--- src/rtl/rrss_pkg.sv ---
// shared types and constants for the round-robin slot scheduler
`timescale 1ns / 1ps
package rrss_pkg;

	localparam int NUM_SLOTS   = 16;
	localparam int TIME_WIDTH  = 32;
	localparam int SLOT_IDX_W  = $clog2(NUM_SLOTS);
	localparam int SLOT_CODE_W = $clog2(NUM_SLOTS + 1);
	localparam logic [SLOT_CODE_W-1:0] SLOT_NONE = SLOT_CODE_W'(NUM_SLOTS);
	localparam logic [7:0] QUANTUM_RESET = 8'd10;

	// op codes
	localparam logic [2:0] OP_TICK  = 3'd0;
	localparam logic [2:0] OP_YIELD = 3'd1;
	localparam logic [2:0] OP_SLEEP = 3'd2;
	localparam logic [2:0] OP_SPAWN = 3'd3;
	localparam logic [2:0] OP_EXIT  = 3'd4;
	localparam logic [2:0] OP_REAP  = 3'd5;

	typedef enum logic [2:0] {
		SS_FREE     = 3'd0,
		SS_RUNNABLE = 3'd1,
		SS_RUNNING  = 3'd2,
		SS_SLEEPING = 3'd3,
		SS_ZOMBIE   = 3'd4
	} slot_st_t;

	typedef enum logic [1:0] {
		FSM_IDLE,
		FSM_SCAN,
		FSM_COMMIT
	} fsm_st_t;

	typedef struct packed {
		logic [2:0]  op;
		logic        user_mode;
		logic [31:0] sleep_ticks;
		logic [3:0]  reap_slot;
	} in_item_t;

	typedef struct packed {
		logic [SLOT_CODE_W-1:0] current_slot;
		logic                   switched;
		logic [SLOT_CODE_W-1:0] spawned_slot;
		logic                   wait_in_place;
		logic                   reaped;
	} out_item_t;

	typedef struct packed {
		logic start;
		logic scan;
		logic commit;
	} ctrl_cmd_t;

	typedef struct packed {
		logic scan_last;
	} dp_status_t;

endpackage

--- src/rtl/rrss_ctrl.sv ---
// controller state machine: accept, scan the slot table, commit the result
`timescale 1ns / 1ps
module rrss_ctrl (
	input  logic                 clk,
	input  logic                 arst_n,
	input  logic                 in_valid,
	output logic                 in_ready,
	output logic                 out_valid,
	input  logic                 out_ready,
	input  rrss_pkg::dp_status_t status,
	output rrss_pkg::ctrl_cmd_t  cmd
);

	rrss_pkg::fsm_st_t state_q, state_d;
	logic              out_valid_q;
	logic              out_free;

	assign out_free  = !out_valid_q || out_ready;
	assign in_ready  = (state_q == rrss_pkg::FSM_IDLE);
	assign out_valid = out_valid_q;

	// next state
	always_comb begin
		state_d = state_q;
		case (state_q)
			rrss_pkg::FSM_IDLE: begin
				if (in_valid) state_d = rrss_pkg::FSM_SCAN;
			end
			rrss_pkg::FSM_SCAN: begin
				if (status.scan_last) state_d = rrss_pkg::FSM_COMMIT;
			end
			rrss_pkg::FSM_COMMIT: begin
				if (out_free) state_d = rrss_pkg::FSM_IDLE;
			end
			default: state_d = rrss_pkg::FSM_IDLE;
		endcase
	end

	// datapath commands
	always_comb begin
		cmd = '0;
		case (state_q)
			rrss_pkg::FSM_IDLE:   cmd.start  = in_valid;
			rrss_pkg::FSM_SCAN:   cmd.scan   = 1'b1;
			rrss_pkg::FSM_COMMIT: cmd.commit = out_free;
			default:              cmd        = '0;
		endcase
	end

	// state and output valid registers
	always_ff @(posedge clk or negedge arst_n) begin
		if (!arst_n) begin
			state_q     <= rrss_pkg::FSM_IDLE;
			out_valid_q <= 1'b0;
		end else begin
			state_q <= state_d;
			if (cmd.commit) out_valid_q <= 1'b1;
			else if (out_ready) out_valid_q <= 1'b0;
		end
	end

endmodule

--- src/rtl/rrss_dp.sv ---
// datapath: slot table, wake times, scan results, commit logic, result register
`timescale 1ns / 1ps
module rrss_dp #(
	parameter int TIME_W = rrss_pkg::TIME_WIDTH
) (
	input  logic                 clk,
	input  logic                 arst_n,
	input  rrss_pkg::in_item_t   in_data,
	input  logic                 cfg_we,
	input  logic [7:0]           cfg_data,
	input  rrss_pkg::ctrl_cmd_t  cmd,
	output rrss_pkg::dp_status_t status,
	output rrss_pkg::out_item_t  out_data
);

	localparam int N  = rrss_pkg::NUM_SLOTS;
	localparam int IW = rrss_pkg::SLOT_IDX_W;
	localparam int CW = rrss_pkg::SLOT_CODE_W;

	rrss_pkg::slot_st_t  slot_q [N];
	logic [TIME_W-1:0]   wake_q [N];
	rrss_pkg::in_item_t  item_q;
	rrss_pkg::out_item_t out_q;
	logic [7:0]          tq_q, qleft_q;
	logic [TIME_W-1:0]   tick_q;
	logic [CW-1:0]       run_q;
	logic [IW-1:0]       idx_q;

	// scan results
	logic          low_vld_q, abv_vld_q, free_vld_q, zomb_q;
	logic [IW-1:0] low_q, abv_q, free_q;
	logic [1:0]    live_q;

	logic               have, is_tick, due, rsl_ok;
	logic [IW-1:0]      run_idx, from_idx, rsl_idx;
	rrss_pkg::slot_st_t cur, eff;

	assign have     = (run_q != rrss_pkg::SLOT_NONE);
	assign run_idx  = run_q[IW-1:0];
	assign from_idx = have ? run_idx : '0;
	assign is_tick  = (item_q.op == rrss_pkg::OP_TICK);
	assign rsl_ok   = (32'(item_q.reap_slot) < N);
	assign rsl_idx  = IW'(item_q.reap_slot);
	assign status.scan_last = (32'(idx_q) == N - 1);
	assign out_data = out_q;

	// current scan entry, with a due sleeper seen as runnable
	assign cur = slot_q[idx_q];
	assign due = is_tick && (cur == rrss_pkg::SS_SLEEPING) && (tick_q >= wake_q[idx_q]);
	assign eff = due ? rrss_pkg::SS_RUNNABLE : cur;

	// commit decisions
	logic               nxt_vld, sw, old_en, spawn_en, reap_en, waitp, wake_we;
	logic [IW-1:0]      nxt, tgt;
	rrss_pkg::slot_st_t old_val;
	logic [7:0]         q_nxt, q_dec;
	logic [CW-1:0]      run_nxt;

	assign nxt_vld = abv_vld_q || low_vld_q;
	assign nxt     = abv_vld_q ? abv_q : low_q;
	assign q_dec   = (qleft_q != 8'd0) ? qleft_q - 8'd1 : 8'd0;

	always_comb begin
		sw       = 1'b0;
		tgt      = nxt;
		old_en   = 1'b0;
		old_val  = rrss_pkg::SS_RUNNABLE;
		spawn_en = 1'b0;
		reap_en  = 1'b0;
		waitp    = 1'b0;
		wake_we  = 1'b0;
		q_nxt    = qleft_q;
		run_nxt  = run_q;
		case (item_q.op)
			rrss_pkg::OP_TICK: begin
				if (!have) begin
					sw  = low_vld_q;
					tgt = low_q;
				end else if (item_q.user_mode && live_q == 2'd2) begin
					if (q_dec != 8'd0) q_nxt = q_dec;
					else if (!nxt_vld) q_nxt = tq_q;
					else begin
						old_en = 1'b1;
						sw     = 1'b1;
					end
				end
			end
			rrss_pkg::OP_YIELD: begin
				if (have && nxt_vld) begin
					old_en = 1'b1;
					sw     = 1'b1;
				end
			end
			rrss_pkg::OP_SLEEP: begin
				if (have && item_q.sleep_ticks != 32'd0) begin
					wake_we = 1'b1;
					if (!nxt_vld) waitp = 1'b1;
					else begin
						old_en  = 1'b1;
						old_val = rrss_pkg::SS_SLEEPING;
						sw      = 1'b1;
					end
				end
			end
			rrss_pkg::OP_SPAWN: spawn_en = free_vld_q;
			rrss_pkg::OP_EXIT: begin
				old_en  = have;
				old_val = rrss_pkg::SS_ZOMBIE;
				run_nxt = rrss_pkg::SLOT_NONE;
				sw      = nxt_vld;
			end
			rrss_pkg::OP_REAP: reap_en = zomb_q;
			default: ;
		endcase
		if (sw) begin
			run_nxt = CW'(tgt);
			q_nxt   = tq_q;
		end
	end

	// slot table, one register per slot
	always_ff @(posedge clk or negedge arst_n) begin
		if (!arst_n) begin
			for (int j = 0; j < N; j++) slot_q[j] <= rrss_pkg::SS_FREE;
		end else begin
			for (int j = 0; j < N; j++) begin
				if (cmd.scan && due && idx_q == IW'(j))
					slot_q[j] <= rrss_pkg::SS_RUNNABLE;
				else if (cmd.commit) begin
					if (sw && tgt == IW'(j)) slot_q[j] <= rrss_pkg::SS_RUNNING;
					else if (old_en && run_idx == IW'(j)) slot_q[j] <= old_val;
					else if (spawn_en && free_q == IW'(j)) slot_q[j] <= rrss_pkg::SS_RUNNABLE;
					else if (reap_en && rsl_idx == IW'(j)) slot_q[j] <= rrss_pkg::SS_FREE;
				end
			end
		end
	end

	// wake times, written only by sleep
	always_ff @(posedge clk) begin
		if (cmd.commit && wake_we)
			wake_q[run_idx] <= tick_q + TIME_W'(item_q.sleep_ticks);
	end

	// control registers
	always_ff @(posedge clk or negedge arst_n) begin
		if (!arst_n) begin
			tq_q    <= rrss_pkg::QUANTUM_RESET;
			qleft_q <= 8'd0;
			tick_q  <= '0;
			run_q   <= rrss_pkg::SLOT_NONE;
			idx_q   <= '0;
		end else begin
			if (cfg_we) tq_q <= cfg_data;
			if (cmd.start && in_data.op == rrss_pkg::OP_TICK) tick_q <= tick_q + 1'b1;
			if (cmd.start) idx_q <= '0;
			else if (cmd.scan) idx_q <= idx_q + 1'b1;
			if (cmd.commit) begin
				qleft_q <= q_nxt;
				run_q   <= run_nxt;
			end
		end
	end

	// input item capture and scan accumulation
	always_ff @(posedge clk) begin
		if (cmd.start) begin
			item_q     <= in_data;
			low_vld_q  <= 1'b0;
			abv_vld_q  <= 1'b0;
			free_vld_q <= 1'b0;
			zomb_q     <= 1'b0;
			live_q     <= 2'd0;
			low_q      <= '0;
			abv_q      <= '0;
			free_q     <= '0;
		end else if (cmd.scan) begin
			if (eff == rrss_pkg::SS_RUNNABLE) begin
				if (!low_vld_q) begin
					low_vld_q <= 1'b1;
					low_q     <= idx_q;
				end
				if (!abv_vld_q && idx_q > from_idx) begin
					abv_vld_q <= 1'b1;
					abv_q     <= idx_q;
				end
			end
			if ((eff == rrss_pkg::SS_RUNNABLE || eff == rrss_pkg::SS_RUNNING)
				&& live_q != 2'd2)
				live_q <= live_q + 2'd1;
			if (eff == rrss_pkg::SS_FREE && idx_q != '0 && !free_vld_q) begin
				free_vld_q <= 1'b1;
				free_q     <= idx_q;
			end
			if (rsl_ok && idx_q == rsl_idx && eff == rrss_pkg::SS_ZOMBIE)
				zomb_q <= 1'b1;
		end
	end

	// result register
	always_ff @(posedge clk) begin
		if (cmd.commit) begin
			out_q.current_slot  <= run_nxt;
			out_q.switched      <= sw;
			out_q.spawned_slot  <= spawn_en ? CW'(free_q) : rrss_pkg::SLOT_NONE;
			out_q.wait_in_place <= waitp;
			out_q.reaped        <= reap_en;
		end
	end

endmodule

--- src/rtl/round_robin_slot_scheduler.sv ---
// Round-robin slot scheduler with a time quantum (top level).
// Usage:
//  - in channel (in_valid/in_ready/in_data) takes one op item: tick, yield,
//    sleep, spawn, exit or reap, with user_mode, sleep_ticks and reap_slot.
//  - out channel (out_valid/out_ready/out_data) returns one result item per
//    op: running slot, switch flag, spawned slot, wait flag, reap flag.
//  - cfg channel (cfg_valid/cfg_ready/cfg_data) writes the time quantum;
//    it is always ready and should be written only while the block is idle.
// Timing: an item is taken in idle, then the controller walks the slot
// table one slot per cycle and commits once the output register is free;
// the result is then valid and a new item can be taken in the cycle after
// the commit. No new item is taken before the last one has been committed.
// Reset: all slots free, no running slot, tick count and quantum left zero,
// time quantum 10. Wake times are undefined until a sleep writes them.
// Stall: a result waits in the output register; the next item is accepted
// and scanned meanwhile, and its commit waits until the result is taken.
`timescale 1ns / 1ps
module round_robin_slot_scheduler #(
	parameter int TIME_WIDTH = rrss_pkg::TIME_WIDTH
) (
	input  logic                clk,
	input  logic                arst_n,
	input  logic                in_valid,
	output logic                in_ready,
	input  rrss_pkg::in_item_t  in_data,
	output logic                out_valid,
	input  logic                out_ready,
	output rrss_pkg::out_item_t out_data,
	input  logic                cfg_valid,
	output logic                cfg_ready,
	input  logic [7:0]          cfg_data
);

	rrss_pkg::ctrl_cmd_t  cmd;
	rrss_pkg::dp_status_t status;

	assign cfg_ready = 1'b1;

	// controller
	rrss_ctrl u_ctrl (
		.clk       (clk),
		.arst_n    (arst_n),
		.in_valid  (in_valid),
		.in_ready  (in_ready),
		.out_valid (out_valid),
		.out_ready (out_ready),
		.status    (status),
		.cmd       (cmd)
	);

	// datapath
	rrss_dp #(
		.TIME_W (TIME_WIDTH)
	) u_dp (
		.clk      (clk),
		.arst_n   (arst_n),
		.in_data  (in_data),
		.cfg_we   (cfg_valid),
		.cfg_data (cfg_data),
		.cmd      (cmd),
		.status   (status),
		.out_data (out_data)
	);

endmodule

--- config.mk ---
export PLATFORM = sky130hd
export DESIGN_NAME = round_robin_slot_scheduler
export DESIGN_NICKNAME = d
export VERILOG_FILES = /design/src/rtl/rrss_pkg.sv /design/src/rtl/rrss_ctrl.sv /design/src/rtl/rrss_dp.sv /design/src/rtl/round_robin_slot_scheduler.sv
export SDC_FILE = /design/constraint.sdc
export NUM_CORES = 1
export LEC_CHECK = 0
export ABC_CLOCK_PERIOD_IN_PS = 7200
export BUFFER_PORTS_ARGS = -buffer_cell sky130_fd_sc_hd__buf_2
export CAP_MARGIN = 25
export CORE_AREA = 2 2 240 242
export DETAILED_ROUTE_END_ITERATION = 6
export DIE_AREA = 0 0 242 244
export GPL_ROUTABILITY_DRIVEN = 0
export GPL_TIMING_DRIVEN = 0
export HOLD_SLACK_MARGIN = 0.02
export PLACE_DENSITY = 0.74
export SLEW_MARGIN = 10
export SYNTH_ARGS = -nofsm -noshare
export SYNTH_HDL_FRONTEND = slang
export SYNTH_SLANG_ARGS = --single-unit
--- constraint.sdc ---
create_clock -name clk -period 7.2 [get_ports clk]
set_clock_uncertainty 0.15 [all_clocks]
set_input_delay 0.72 -clock clk [delete_from_list [all_inputs] [get_ports clk]]
set_output_delay 0.72 -clock clk [all_outputs]
set_load 0.05 [all_outputs]
Word-level counts from Yosys, hierarchy flattened
Memory sizes are Yosys's and may differ from the RTL's.
Cells that the tools add are included.
{"block": "totals", "wordCells": 464, "mem_count": 1, "register_bits": 179, "inputBits": 53, "out_inout_bits": 16, "ram_bits": 512}
{"block": "op_classes", "n_eq_ne": 94, "reduce_logical": 174, "mux": 144, "n_addsub": 5, "magnitude_cmp": 3, "bitwise_logic": 2}
{"memory": "u_dp.wake_q", "depth": 16, "width": 32, "read_ports": 1, "rd_clocked_by_memory_dff": 0, "write_ports": 1, "line_no": "rrss_dp.sv:21", "rtl": "logic [TIME_W-1:0] wake_q [N];"}
{"op": "two-way mux 3 bit", "n": 100}
{"op": "equality test 4 bit (second input constant)", "n": 40}
{"op": "logical AND 1 bit", "n": 93}
{"op": "equality test 4 x 3 -> 1 bit (second input constant)", "n": 20}
{"op": "nonzero test 5 bit", "n": 16}
{"op": "two-way mux 8 bit", "n": 7}
{"op": "AND reduction 2 bit", "n": 21}
{"op": "nonzero test 2 bit", "n": 21}
{"op": "equality test 4 x 2 -> 1 bit (second input constant)", "n": 10}
{"op": "adder 32 x 1 -> 32 bit (second input constant)", "n": 1}
{"op": "adder 32 bit", "n": 1}
{"op": "greater-or-equal comparator 32 bit", "n": 1}
{"op": "nonzero test 32 bit", "n": 1}
{"op": "two-way mux 4 bit", "n": 6}
{"op": "equality test 4 x 1 -> 1 bit (second input constant)", "n": 5}
{"op": "zero test 4 bit", "n": 5}
{"op": "two-way mux 1 bit", "n": 19}
{"op": "nonzero test 8 bit", "n": 2}
{"op": "two-way mux 5 bit", "n": 3}
{"op": "binary-select mux 3 bit (select 4 bit)", "n": 1}
{"op": "equality test 3 x 2 -> 1 bit (second input constant)", "n": 4}
{"op": "equality test 3 bit (second input constant)", "n": 3}
{"op": "zero test 3 bit", "n": 3}
{"op": "AND reduction 3 bit", "n": 3}
{"op": "24 further kinds", "n": 36}

Logic depth before layout (Yosys ltp)
{"block": "logic_depth", "depth_word": 12, "ltp_mapped": 18, "ltp_nobuf": 13}

Cells and area by module
A second synthesis with hierarchy kept.
{"block": "hier_totals", "cells_unflattened": 1933, "area_unflattened_um2": 30755.7}
{"mod": "rrss_dp", "area_each_um2": 30584.3, "n_inst": 1, "seq_area_each_um2": 19957.9, "cells_per_inst": 1915}
{"mod": "rrss_ctrl", "area_each_um2": 160.2, "n_inst": 1, "seq_area_each_um2": 75.1, "cells_per_inst": 16}
{"mod": "round_robin_slot_scheduler", "area_each_um2": 11.3, "n_inst": 1, "seq_area_each_um2": 0.0, "cells_per_inst": 2}

Worst setup path after synthesis
No wires, ideal clock.
{"block": "synth_timing", "kind": "register to register", "from": "register u_dp.idx_q[0]", "to": "register u_dp.abv_vld_q", "arrival_ps": 4708, "path_buffers": 4, "path_slack_ps": 2134, "synth_period_minus_slack_ps": 5066, "required_ps": 6843, "stages_incl_launch_ff": 17, "setup_ps": 207, "cell_sequence": "dfrtp_1 buf_4 buf_2 buf_2 buf_1 mux4_2 mux4_2 inv_1 ha_1 a21o_1 a221oi_1 o21ai_0 a41o_1 o41ai_2 a21oi_1 o211ai_1 a21oi_1"}
{"block": "synth_between", "elab_chain_cells": 10, "elab_cells_between_ends": 14, "classes_between": "order compare (2); eq/ne (2); mux (4); bitwise (1); reduce/logical (4); memory (1)"}
{"element": "start: declaration", "line_no": "rrss_dp.sv:27", "rtl": "logic [IW-1:0] idx_q;"}
{"element": "start signal: assignment", "line_no": "rrss_dp.sv:157", "rtl": "else if (cmd.scan) idx_q <= idx_q + 1'b1;"}
{"element": "branches (longest 9 deep; another with memory read (16 x 32 bit))"}
{"element": "AND reduction 3 bit (no source line) (*)"}
{"element": "end signal: assignment", "line_no": "rrss_dp.sv:170", "rtl": "abv_vld_q <= 1'b0;"}
{"element": "end signal: assignment", "line_no": "rrss_dp.sv:184", "rtl": "abv_vld_q <= 1'b1;"}
{"element": "end: declaration", "line_no": "rrss_dp.sv:30", "rtl": "logic low_vld_q, abv_vld_q, free_vld_q, zomb_q;"}
Every way passes the cells marked *. The select of a mux whose other input is x is not followed.
A chain may end at the register's enable or synchronous reset.

Final worst setup path
{"block": "layout_timing", "from": "register u_dp.idx_q[1]", "to": "register u_dp.slot_q[7] in the netlist's numbering"}
{"block": "layout_between", "elab_chain_cells": 11, "elab_cells_between_ends": 16, "classes_between": "order compare (1); eq/ne (2); mux (4); bitwise (1); reduce/logical (7); memory (1)"}
{"element": "branches (longest 8 deep; another with memory read (16 x 32 bit))"}
{"element": "logical AND 1 bit (*)", "line_no": "rrss_dp.sv:127", "rtl": "if (cmd.scan && due && idx_q == IW'(j))"}
{"element": "nonzero test 5 bit (no source line) or nonzero test 2 bit (tied branches)"}
{"element": "AND reduction 2 bit (no source line)"}
{"element": "end signal: indexed assignment", "line_no": "rrss_dp.sv:128", "rtl": "slot_q[j] <= rrss_pkg::SS_RUNNABLE;"}
{"element": "end signal: indexed assignment", "line_no": "rrss_dp.sv:130", "rtl": "if (sw && tgt == IW'(j)) slot_q[j] <= rrss_pkg::SS_RUNNING;"}
{"element": "end signal: indexed assignment", "line_no": "rrss_dp.sv:131", "rtl": "else if (old_en && run_idx == IW'(j)) slot_q[j] <= old_val;"}
{"element": "end: declaration", "line_no": "rrss_dp.sv:20", "rtl": "rrss_pkg::slot_st_t slot_q [N];"}
Marks and branches as above.

==> flow_metrics.tcl <==
set metrics [dict create \
    synth_compound_gate_area_share_pct 7.10 \
    worstHoldPathCells 1 \
    synth_net_count 2066 \
    fill_cells 3925 \
    start_util_pct 54.6 \
    synth-seq-area-share_pct 65.4 \
    cp.required_ns 7.51 \
    maxSlewHeadroom_pct 25.7 \
    crit_path_end_kind "flip-flop" \
    antenna_violations_before_repair 1 \
    vias_in_the_first_global_route 19500 \
    detailroute.wirelength.met2_um 38400 \
    timing_max_transition_violations_final 0 \
    nets_final 2269 \
    cts_buffer_depth 3 \
    ff_latch_area_um2 20000 \
    synthFlopType "edfxtp_1" \
    violations "DRC" \
    numClockSinks 691 \
    tritoncts "built" \
    yosys.cell_types.count 84 \
    placed_cells_incl_taps 2800 \
    fin_ws_ns 0.114 \
    die_width_um 242 \
    synth_mux_area_share_pct 13.7 \
    drtIter0Drc 3009 \
    post-route-period-util_pct 98.4 \
    grt_usage_pct 28.0 \
    route.vias.total 19400 \
    fin_total_pwr_mw 12.4 \
    syn_area_cell_um2 15.8 \
    power_density_nw_per_um2 351 \
    met3RoutedLength_um 8430 \
    first_pass_iteration_count_of_the_detailed_router 7 \
    global_route.overflow_total 0 \
    wire_per_inst_um 27.6 \
    top_level_ports 69 \
    core_region_area_um2 56200 \
    design.die.area_um2 59000 \
    report.final.setup_viol 0 \
    cell_count_of_the_worst_reg_to_reg_path 16 \
    drive_above_1_share_pct 21.8 \
    netlist_instances 1938 \
    dr.max_layer_used "met5" \
    area_delta_synth_final_pct 15.6 \
    hpwl_dp_um 54000 \
    ir_drop_mv 0.274 \
    timing.setup.critical_path_class "flip-flop to flip-flop" \
    cts_htree_levels 3 \
    floorplan.die.height_um 244 \
    worstMarginPinSlew_ns 1.11 \
    finalNonFillerCells 2956 \
    ys_seq_elements 691 \
    grt_setup_unrepaired "no" \
    setup_slack_at_placement_ns -0.00655 \
    highest_net_fanout_along_the_worst_path 10 \
    clk_latency_ns 0.65 \
    netlist.area_leader.share_pct 55.4 \
    post-route-drc-count 39 \
    rows 87 \
    final_hold_violations 0 \
    routed_via_density 6.55 \
    wl_met1_um 30900 \
    final_period_minus_worst_setup_slack_ns 7.09 \
    run_status "finished with violations" \
    hold_class "input pin to flip-flop" \
    antennaDiodeCount 0 \
    total_leakage_power_nw 12.6 \
    synth_enable_flop_cells 565 \
    route.antenna.remaining_nets 0 \
    yosys_warnings 0 \
    arithmetic_cell_share_of_the_synthesized_area_counting_full_adders_half_adders_and_majority_gates_pct 3.09 \
    place.port_buffers 66 \
    ctsRootBufferMaster "clkbuf_16" \
    first_pass_grt_wire_length_um 122000 \
    worst_setup_hold_path_clk_slew_ns 0.06 \
    synth-async-reset-ratio_pct 15.6 \
    max_freq_ghz 0.141 \
    netlist.top_cell.by_area "edfxtp_1" \
    most_numerous_cell_in_the_yosys_netlist "edfxtp_1" \
    synth.top_cells.by_count "565 x edfxtp_1, 174 x mux4_2, 114 x nand2_1, 110 x nor2_1, 105 x dfrtp_1" \
    hold_slack_ns 0.104 \
    largest_family_of_logic_cells_by_synthesized_area "multiplexers" \
    post_synth_main_area_contributors "edfxtp_1 55%, mux4_2 13%, dfrtp_1 8.6%" \
    cts_inserted_buffers 72 \
    multi_input_comb_area_um2 10200 \
    xor_xnor_cell_area_share_of_the_yosys_netlist_pct 1.83 \
    postLayoutCoreUtil_pct 63.1 \
    synthSimpleGateAreaFrac_pct 6.95 \
    timing.critical_path.arrival_ns 7.40 \
    routed_wirelength_um 81500 \
    grt_max_degree 73 \
    worst_setup_path_start_kind "flip-flop" \
    cap_viol_max_count 0 \
    post_synthesis_instance_area_um2 30600 \
]
-- placed cells by master, fill, tap and decap left out, types with 71 or more instances in the layout --
cell type	netlist	routed
nand2_1	114	114
inv_1	71	71
edfxtp_1	565	565
a21oi_1	91	91
mux4_2	174	174
clkbuf_16	0	74
buf_2	9	77
dfrtp_1	105	105
ha_1	74	74
nor2_1	110	94
-- logic make-up after synthesis --
| family | count (synthesis) |
|---|---|
| DFF | 691 |
| AOI/OAI and AO/OA | 323 |
| xor gates and xnor gates | 64 |
| and+or+nand+nor | 431 |
| other | 1 |
| muxes | 200 |
| adders and majority gates | 75 |
| buffers and inverters | 153 |
-- sequential cells by signal, indices dropped and copies added, names as in the netlist --
signal            flops
u_dp.free_vld_q       1
u_dp.abv_q            4
u_dp.low_vld_q        1
u_dp.tq_q             8
u_dp.out_data        13
u_dp.run_q            5
u_dp.idx_q            4
u_dp.tick_q          32
u_dp.low_q            4
u_dp.wake_q         512
u_dp.rsl_idx          4
u_dp.zomb_q           1
u_dp.abv_vld_q        1
u_ctrl.state_q        2
u_dp.qleft_q          8
u_dp.item_q          36
u_dp.free_q           4
u_ctrl.out_valid      1
u_dp.live_q           2
u_dp.slot_q          48
-- power by group --
group | leakage, nW | switching [mW] | internal, mW
registers | 6.60 | 0.108 | 4.65
clock network | 1.19 | 1.60 | 2.28
logic | 4.79 | 2.24 | 1.57
-- layout make-up --
class                      instances  area share, %
clock buffer                      84           5.36
buffer                            82          0.978
timing repair buffer             129           3.38
clock inverter                    49           1.65
inverter                          71          0.752
sequential                       691           56.6
multi-input combinational       1094           28.7
tap                              756           2.67
-- critical path, stage by stage, from the launching register on --
cell	delay [ns]
dfrtp_1	0.42
clkbuf_1	0.60
buf_2	0.47
clkbuf_1	0.57
clkbuf_1	0.79
mux4_2	0.40
mux4_2	0.50
inv_1	0.11
ha_1	0.15
nand4_1	0.15
nor4_1	0.66
a221oi_1	0.16
o21ai_0	0.12
a22oi_1	0.27
a211oi_4	0.61
clkbuf_1	0.53
a31oi_1	0.20
-- routing by layer --
metal,GRT usage (%),vias to the layer above
li1,-,8114
met1,37.4,9685
met2,44.7,1269
met3,6.58,302
met4,11.6,2
met5,0,-
-- worst paths after layout --
path	start	endpoint	slack [ns]
min reg2reg	u_dp.abv_q[2]$_SDFFE_PP0P_	u_dp.abv_q[2]$_SDFFE_PP0P_	0.32
max in group asynchronous	arst_n	u_dp.tick_q[1]$_DFFE_PN0P_	5.76
min in group asynchronous	arst_n	u_dp.slot_q[46]$_DFFE_PN0P_	0.43
min	in_data[35]	u_dp.item_q[35]$_DFFE_PP_	0.10
max reg2reg	u_dp.idx_q[1]$_DFFE_PN0P_	u_dp.slot_q[7]$_DFFE_PN0P_	0.11
max	u_dp.idx_q[1]$_DFFE_PN0P_	u_dp.slot_q[7]$_DFFE_PN0P_	0.11
-- stage by stage --
stage	TNS (ns)	area (um2)
global placement	0	31900
floorplan	0	30600
finish	0	35400
global route	0	35400
detailed placement	-0.00820	32700
CTS	0	35200
-- timing repair --
| item | in CTS | in global routing |
|---|---|---|
| hold endpoints to repair | 33 | 0 |
| hold buffers | 1 | 0 |
| setup buffers | 0 | 0 |
| gates resized for setup | 2 | 6 |
| endpoints found under the setup margin | 5 | 8 |
Power figures use the tool's default switching activity.
